`config.mk`:
```
export PLATFORM = sky130hd
export DESIGN_NAME = page_cache_fifo_lru_replacement_core
export DESIGN_NICKNAME = d
export VERILOG_FILES = /design/src/hw/rtl/pcfl_pkg.sv /design/src/hw/rtl/pcfl_cell.sv /design/src/hw/rtl/pcfl_chain.sv /design/src/hw/rtl/page_cache_fifo_lru_replacement_core.sv
export SDC_FILE = /design/constraint.sdc
export NUM_CORES = 2
export LEC_CHECK = 0
export BUFFER_PORTS_ARGS = -buffer_cell sky130_fd_sc_hd__clkbuf_2
export CORE_MARGIN = 1
export CORE_UTILIZATION = 45
export DETAILED_ROUTE_END_ITERATION = 12
export PLACE_DENSITY = 0.58
export SLEW_MARGIN = 25
export SYNTH_ARGS = -nofsm -noshare
export SYNTH_HDL_FRONTEND = slang
export SYNTH_SLANG_ARGS = --single-unit
export TNS_END_PERCENT = 1
```
`constraint.sdc`:
```
create_clock -name clk -period 9.9 [get_ports clk]
set_clock_uncertainty 0.05 [all_clocks]
set_input_delay 0.99 -clock clk [delete_from_list [all_inputs] [get_ports clk]]
set_output_delay 0.99 -clock clk [all_outputs]
set_load 0.1 [all_outputs]
```
`src/hw/rtl/pcfl_pkg.sv`:
```
// Shared types and constants for the page cache FIFO/LRU replacement list.
package pcfl_pkg;

  localparam int CAPACITY       = 128;
  localparam int IDX_W          = $clog2(CAPACITY);
  localparam int CNT_W          = $clog2(CAPACITY + 1);
  localparam int PAGE_W         = 16;
  localparam int KIND_W         = 2;
  localparam int LIMIT_W        = 7;
  localparam int EVCNT_W        = 6;
  localparam int EVICT_PER_ITEM = 63;

  localparam logic [KIND_W-1:0] KIND_HIT    = 2'd0;
  localparam logic [KIND_W-1:0] KIND_INSERT = 2'd1;
  localparam logic [KIND_W-1:0] KIND_EVICT  = 2'd2;

  localparam logic REG_LRU_MODE    = 1'b0;
  localparam logic REG_ENTRY_LIMIT = 1'b1;

  typedef enum logic [1:0] {
    OP_HOLD      = 2'd0,
    OP_SHIFT_ALL = 2'd1,
    OP_REFRESH   = 2'd2,
    OP_APPEND    = 2'd3
  } chain_op_t;

  typedef struct packed {
    chain_op_t        op;
    logic [CNT_W-1:0] count;
    logic [IDX_W-1:0] pos;
  } chain_cmd_t;

  typedef struct packed {
    logic shift;
    logic load;
  } cell_ctrl_t;

endpackage

```
`src/hw/rtl/pcfl_cell.sv`:
```
// One list cell: holds a page, compares it with the key and shifts toward the head.
module pcfl_cell (
  input  logic                        clk,
  input  pcfl_pkg::cell_ctrl_t        ctrl,
  input  logic                        occupied,
  input  logic [pcfl_pkg::PAGE_W-1:0] key_page,
  input  logic [pcfl_pkg::PAGE_W-1:0] right_page,
  output logic [pcfl_pkg::PAGE_W-1:0] page,
  output logic                        match
);
  import pcfl_pkg::*;

  logic [PAGE_W-1:0] page_r;
  logic [PAGE_W-1:0] page_nxt;

  always_comb begin
    page_nxt = page_r;
    if (ctrl.load) begin
      page_nxt = key_page;
    end else if (ctrl.shift) begin
      page_nxt = right_page;
    end
  end

  always_ff @(posedge clk) begin
    page_r <= page_nxt;
  end

  assign page  = page_r;
  assign match = occupied && (page_r == key_page);
endmodule

```
`src/hw/rtl/pcfl_chain.sv`:
```
// Row of list cells with per-cell control decode and match position encode.
module pcfl_chain (
  input  logic                        clk,
  input  pcfl_pkg::chain_cmd_t        cmd,
  input  logic [pcfl_pkg::PAGE_W-1:0] key_page,
  output logic                        hit,
  output logic [pcfl_pkg::IDX_W-1:0]  hit_pos,
  output logic [pcfl_pkg::PAGE_W-1:0] head_page
);
  import pcfl_pkg::*;

  logic [PAGE_W-1:0]   pages [CAPACITY];
  logic [CAPACITY-1:0] match;
  logic [CNT_W-1:0]    count_m1;

  assign count_m1 = cmd.count - CNT_W'(1);

  for (genvar i = 0; i < CAPACITY; i++) begin : g_cell
    cell_ctrl_t        ctrl;
    logic [PAGE_W-1:0] right;

    always_comb begin
      ctrl = '0;
      case (cmd.op)
        OP_SHIFT_ALL: ctrl.shift = 1'b1;
        // Close the gap at the hit and put the hit page at the newest end.
        OP_REFRESH: begin
          ctrl.shift = (IDX_W'(i) >= cmd.pos) && (CNT_W'(i) < count_m1);
          ctrl.load  = (CNT_W'(i) == count_m1);
        end
        OP_APPEND: ctrl.load = (CNT_W'(i) == cmd.count);
        default: ctrl = '0;
      endcase
    end

    if (i == CAPACITY - 1) begin : g_tail
      assign right = '0;
    end else begin : g_body
      assign right = pages[i+1];
    end

    pcfl_cell u_cell (
      .clk        (clk),
      .ctrl       (ctrl),
      .occupied   (CNT_W'(i) < cmd.count),
      .key_page   (key_page),
      .right_page (right),
      .page       (pages[i]),
      .match      (match[i])
    );
  end

  // Resident pages are distinct, so at most one cell matches.
  always_comb begin
    hit_pos = '0;
    for (int i = 0; i < CAPACITY; i++) begin
      if (match[i]) begin
        hit_pos = hit_pos | IDX_W'(i);
      end
    end
  end

  assign hit       = |match;
  assign head_page = pages[0];
endmodule

```
`src/hw/rtl/page_cache_fifo_lru_replacement_core.sv`:
```
// Top level: command interface, configuration registers and sequencing of the list.
// A page is taken when start is high and busy is low. All 128 list cells compare
// the page at once in the search state; a hit gives a single result word. A miss
// gives the insert word and then one eviction word per cycle, since the list
// evicts through its single head cell; a miss on a full list first gives one
// eviction, made in the resolve state ahead of the insert. An item gives at most
// 63 evictions. Each result word is shown for exactly one cycle with out_valid and
// the receiver cannot stall; out_last marks the final word of the item.
// Configuration writes are always ready; the user must keep them to idle
// periods, as the block itself does not enforce it.
module page_cache_fifo_lru_replacement_core (
  input  logic                         clk,
  input  logic                         rst_n,
  input  logic                         start,
  output logic                         busy,
  input  logic [pcfl_pkg::PAGE_W-1:0]  in_page,
  output logic                         out_valid,
  output logic [pcfl_pkg::KIND_W-1:0]  out_kind,
  output logic [pcfl_pkg::PAGE_W-1:0]  out_result_page,
  output logic [pcfl_pkg::CNT_W-1:0]   out_occupancy,
  output logic                         out_last,
  input  logic                         cfg_valid,
  output logic                         cfg_ready,
  input  logic                         cfg_index,
  input  logic [pcfl_pkg::LIMIT_W-1:0] cfg_data
);
  import pcfl_pkg::*;

  typedef enum logic [4:0] {
    ST_IDLE    = 5'b00001,
    ST_SEARCH  = 5'b00010,
    ST_RESOLVE = 5'b00100,
    ST_INSERT  = 5'b01000,
    ST_EVICT   = 5'b10000
  } state_t;

  state_t             state_r, state_nxt;
  logic [PAGE_W-1:0]  page_r, page_nxt;
  logic [CNT_W-1:0]   count_r, count_nxt;
  logic [EVCNT_W-1:0] evcnt_r, evcnt_nxt;
  logic               hit_r, hit_nxt;
  logic [IDX_W-1:0]   pos_r, pos_nxt;
  logic               lru_r, lru_nxt;
  logic [LIMIT_W-1:0] limit_r, limit_nxt;

  logic               ov_r, ov_nxt;
  logic [KIND_W-1:0]  okind_r, okind_nxt;
  logic [PAGE_W-1:0]  opage_r, opage_nxt;
  logic [CNT_W-1:0]   oocc_r, oocc_nxt;
  logic               olast_r, olast_nxt;

  chain_cmd_t         cmd;
  logic               chain_hit;
  logic [IDX_W-1:0]   chain_pos;
  logic [PAGE_W-1:0]  head_page;

  logic [CNT_W-1:0]   count_p1, count_m1;
  logic [EVCNT_W-1:0] evcnt_p1;
  logic               more_after_insert, more_after_evict;

  pcfl_chain u_chain (
    .clk       (clk),
    .cmd       (cmd),
    .key_page  (page_r),
    .hit       (chain_hit),
    .hit_pos   (chain_pos),
    .head_page (head_page)
  );

  assign count_p1 = count_r + CNT_W'(1);
  assign count_m1 = count_r - CNT_W'(1);
  assign evcnt_p1 = evcnt_r + EVCNT_W'(1);

  assign more_after_insert = (count_p1 > CNT_W'(limit_r)) &&
                             (evcnt_r < EVCNT_W'(EVICT_PER_ITEM));
  assign more_after_evict  = (count_m1 > CNT_W'(limit_r)) && (count_m1 != '0) &&
                             (evcnt_p1 < EVCNT_W'(EVICT_PER_ITEM));

  always_comb begin
    lru_nxt   = lru_r;
    limit_nxt = limit_r;
    if (cfg_valid) begin
      case (cfg_index)
        REG_LRU_MODE:    lru_nxt   = cfg_data[0];
        REG_ENTRY_LIMIT: limit_nxt = cfg_data;
        default: ;
      endcase
    end
  end

  always_comb begin
    state_nxt = state_r;
    page_nxt  = page_r;
    count_nxt = count_r;
    evcnt_nxt = evcnt_r;
    hit_nxt   = hit_r;
    pos_nxt   = pos_r;
    ov_nxt    = 1'b0;
    okind_nxt = okind_r;
    opage_nxt = opage_r;
    oocc_nxt  = oocc_r;
    olast_nxt = olast_r;
    cmd.op    = OP_HOLD;
    cmd.count = count_r;
    cmd.pos   = pos_r;

    case (state_r)
      ST_IDLE: begin
        if (start) begin
          page_nxt  = in_page;
          state_nxt = ST_SEARCH;
        end
      end
      ST_SEARCH: begin
        hit_nxt   = chain_hit;
        pos_nxt   = chain_pos;
        evcnt_nxt = '0;
        state_nxt = ST_RESOLVE;
      end
      ST_RESOLVE: begin
        if (hit_r) begin
          if (lru_r) begin
            cmd.op = OP_REFRESH;
          end
          ov_nxt    = 1'b1;
          okind_nxt = KIND_HIT;
          opage_nxt = page_r;
          oocc_nxt  = count_r;
          olast_nxt = 1'b1;
          state_nxt = ST_IDLE;
        end else begin
          // A full list gives up its oldest page before the insert.
          if (count_r >= CNT_W'(CAPACITY)) begin
            cmd.op    = OP_SHIFT_ALL;
            count_nxt = count_m1;
            evcnt_nxt = EVCNT_W'(1);
            ov_nxt    = 1'b1;
            okind_nxt = KIND_EVICT;
            opage_nxt = head_page;
            oocc_nxt  = count_m1;
            olast_nxt = 1'b0;
          end
          state_nxt = ST_INSERT;
        end
      end
      ST_INSERT: begin
        cmd.op    = OP_APPEND;
        count_nxt = count_p1;
        ov_nxt    = 1'b1;
        okind_nxt = KIND_INSERT;
        opage_nxt = page_r;
        oocc_nxt  = count_p1;
        olast_nxt = !more_after_insert;
        state_nxt = more_after_insert ? ST_EVICT : ST_IDLE;
      end
      ST_EVICT: begin
        cmd.op    = OP_SHIFT_ALL;
        count_nxt = count_m1;
        evcnt_nxt = evcnt_p1;
        ov_nxt    = 1'b1;
        okind_nxt = KIND_EVICT;
        opage_nxt = head_page;
        oocc_nxt  = count_m1;
        olast_nxt = !more_after_evict;
        state_nxt = more_after_evict ? ST_EVICT : ST_IDLE;
      end
      default: state_nxt = ST_IDLE;
    endcase
  end

  always_ff @(posedge clk) begin
    if (!rst_n) begin
      state_r <= ST_IDLE;
      count_r <= '0;
      evcnt_r <= '0;
      hit_r   <= 1'b0;
      lru_r   <= 1'b0;
      limit_r <= LIMIT_W'(30);
      ov_r    <= 1'b0;
    end else begin
      state_r <= state_nxt;
      count_r <= count_nxt;
      evcnt_r <= evcnt_nxt;
      hit_r   <= hit_nxt;
      lru_r   <= lru_nxt;
      limit_r <= limit_nxt;
      ov_r    <= ov_nxt;
    end
  end

  always_ff @(posedge clk) begin
    page_r  <= page_nxt;
    pos_r   <= pos_nxt;
    okind_r <= okind_nxt;
    opage_r <= opage_nxt;
    oocc_r  <= oocc_nxt;
    olast_r <= olast_nxt;
  end

  assign busy            = (state_r != ST_IDLE);
  assign cfg_ready       = 1'b1;
  assign out_valid       = ov_r;
  assign out_kind        = okind_r;
  assign out_result_page = opage_r;
  assign out_occupancy   = oocc_r;
  assign out_last        = olast_r;
endmodule

```
==> impl_metrics.json <==
{
  "num_vias": 77400,
  "leakage_nw": 43.0,
  "yosysWarnings": 0,
  "insertion_delay_ps": 940,
  "rsz0062_at_grt": "false",
  "worstPathMaxFanout": 19,
  "cts_root_buf": "clkbuf_16",
  "remaining_drc_errors": 0,
  "portBuffers": 56,
  "cts.sinks": 2127,
  "utilization_pct": 50.0,
  "syn_nets": 9097,
  "grt_overflow": 0,
  "setup_ws_ps": 3640,
  "grt_max_degree": 80,
  "yosysTopAreaCell": "edfxtp_1",
  "crit_chain": "inv_1, ha_1, nor3b_2, nand2_1, xor2_2, inv_2, nand2_4, nor3_4, a22oi_1, a21oi_1, o21bai_2",
  "final.min_clock_period_ps": 6260,
  "hold_path.class": "primary input to flip-flop",
  "drv_slew": 0,
  "nNetsFinal": 9053,
  "layout_common_cells": "edfxtp_1, mux2_2, xnor2_1",
  "slowest_delay_ps": 940,
  "hold_ws_ps": 171,
  "status": "completed",
  "final_cells": 12800,
  "clock_path_buffers": 4,
  "numCtsBuffers": 238,
  "drive_above_1_share_pct": 33.5,
  "drt_first_iter_violations": 7907,
  "ctsResizeCount": 0,
  "dr.pass1.iters": 8,
  "post-route-period-util_pct": 63.3,
  "grt_pass1_vias": 78500,
  "worstSetupPathType": "flip-flop to flip-flop",
  "synth_area_leaders": "edfxtp_1, mux2_2, xnor2_1",
  "fp.dieArea_um2": 272000,
  "synth_top_area_share_pct": 51.9,
  "dieWidth_um": 521,
  "cts_tree": "yes",
  "drt-total-wl_mm": 409,
  "postCtsHoldBufs": 0,
  "hold_viol": 0,
  "postSynthCellCount": 9045,
  "row_count": 190,
  "viasPerCell": 6.06,
  "post_cts_buffers": 0,
  "vdd.ir_drop.worst_mv": 0.163,
  "synth.avg_cell_area_um2": 13.4,
  "routedWlPerCell_um": 32.0,
  "max_freq_mhz": 160,
  "fin_tns_setup_ps": 0,
  "clk_pin_slew_ps": 70,
  "hpwl_mm": 290,
  "cp-end-kind": "flip-flop",
  "cp-start-kind": "flip-flop",
  "required_ps": 10400,
  "dpl.cell_count": 12300,
  "ys_async_sr_fraction_pct": 0,
  "groute.usage.overall_pct": 29.6,
  "routabilityCongestion": 1.02,
  "worstPathArrival_ps": 6760,
  "coreArea_um2": 268000,
  "setup_viol": 0,
  "synth-main-ff-cell": "edfxtp_1",
  "r2r_setup_slack_ps": 3640,
  "final_cell_area_um2": 134000,
  "pin_count": 58,
  "ys_seq_area_share_pct": 52.4,
  "finalPower_mw": 19.7,
  "grt_pass1_wl_mm": 583,
  "area_delta_synth_final_pct": 10.5,
  "cts_htree_levels": 4,
  "initial_core_util_pct": 45.3,
  "placed_cell_area_um2": 127000,
  "cp_slowest_cell": "nor3_4",
  "dp_slack_ps": 3730,
  "final_common_cell": "edfxtp_1",
  "ant_nets": 0,
  "ys_seq_elements": 2127,
  "tightest_slew_ps": 1210,
  "antenna_found_initial": 35,
  "drv_cap": 0,
  "synth-edff-count": 2098,
  "powerDensity_nw_per_um2": 147,
  "netlist_area_um2": 121000,
  "ys_types": 98,
  "slew_headroom_pct": 19.0,
  "dieHeight_um": 521
}
-- cell families (layout without fill, tap and decap cells) --
family / count (synthesis) / in the layout / synth area share [%]
DFF: 2127 / 2127 / 52.4
xor gates and xnor gates: 2070 / 2070 / 15.0
muxes: 2049 / 2049 / 19.0
and+or+nand+nor: 1270 / 1270 / 5.88
buffers and inverters: 792 / 941 / 3.14
AOI/OAI and AO/OA: 712 / 712 / 4.37
adders and majority gates: 24 / 24 / 0.247
other: 1 / 17 / 0.00309
-- worst max-delay path, delay by kind of cell, from the launching register on --
kind	cells	cell delay, ps
and+or+nand+nor	4	2250
AOI/OAI and AO/OA	3	1530
buffers and inverters	2	630
adders and majority gates	1	580
DFF	1	570
xor gates and xnor gates	1	250
-- area by class of cell --
cell class                      count  area [um2]
Fill cell                       23000      134000
Sequential cell                  2127       63600
Multi-Input combinational cell   6126       54500
Clock buffer                      300        6270
Tap cell                         3552        4440
Timing Repair Buffer              481        4140
Clock inverter                    133        1080
Inverter                           27         104
Antenna cell                       16        40.0
-- path summary, 6_finish.rpt --
kind	from	end	cells past startpoint
min	in_page[14]	page_r[14]	1
max	count_r[1]	u_chain.g_cell[84].u_cell.page[3]	11
max reg2reg	count_r[1]	u_chain.g_cell[84].u_cell.page[3]	11
min reg2reg	limit_r[6]	limit_r[6]	2
-- per-layer routing --
layer | GRT usage [%] | part of all wire (%)
met1 | 39.2 | 42
met2 | 47.8 | 46
met3 | 5.42 | 6.8
met4 | 11.9 | 4.5
met5 | 0 | 0.041
-- cell usage after synthesis, types with 87 or more instances --
cell type,n
o21ai_0,177
edfxtp_1,2098
nand2_1,183
a22oi_2,87
buf_2,274
nand3_1,92
xnor2_1,1097
nor4_1,263
nor3_1,114
nand4_1,287
buf_4,128
a21oi_1,105
mux2_2,2047
xor2_1,970
clkbuf_1,349
nor2_1,135
-- state kept, by name, indices dropped and copies added, names as in the netlist --
name	count
page_r	16
u_chain.g_cell.u_cell.page	2048
evcnt_r	6
out_result_page	16
out_last	1
limit_r	7
out_occupancy	8
out_kind	2
pos_r	7
count_r	8
hit_r	1
state_r	5
lru_r	1
out_valid	1
-- report_power, final --
part	leakage [nW]	total, mW	internal (mW)	switching, mW
sequential	18.9	9.76	9.75	0.0128
combinational	20.5	1.39	0.461	0.931
clock	3.56	8.54	4.78	3.76
No activity file was read; power rests on OpenSTA's default activity.
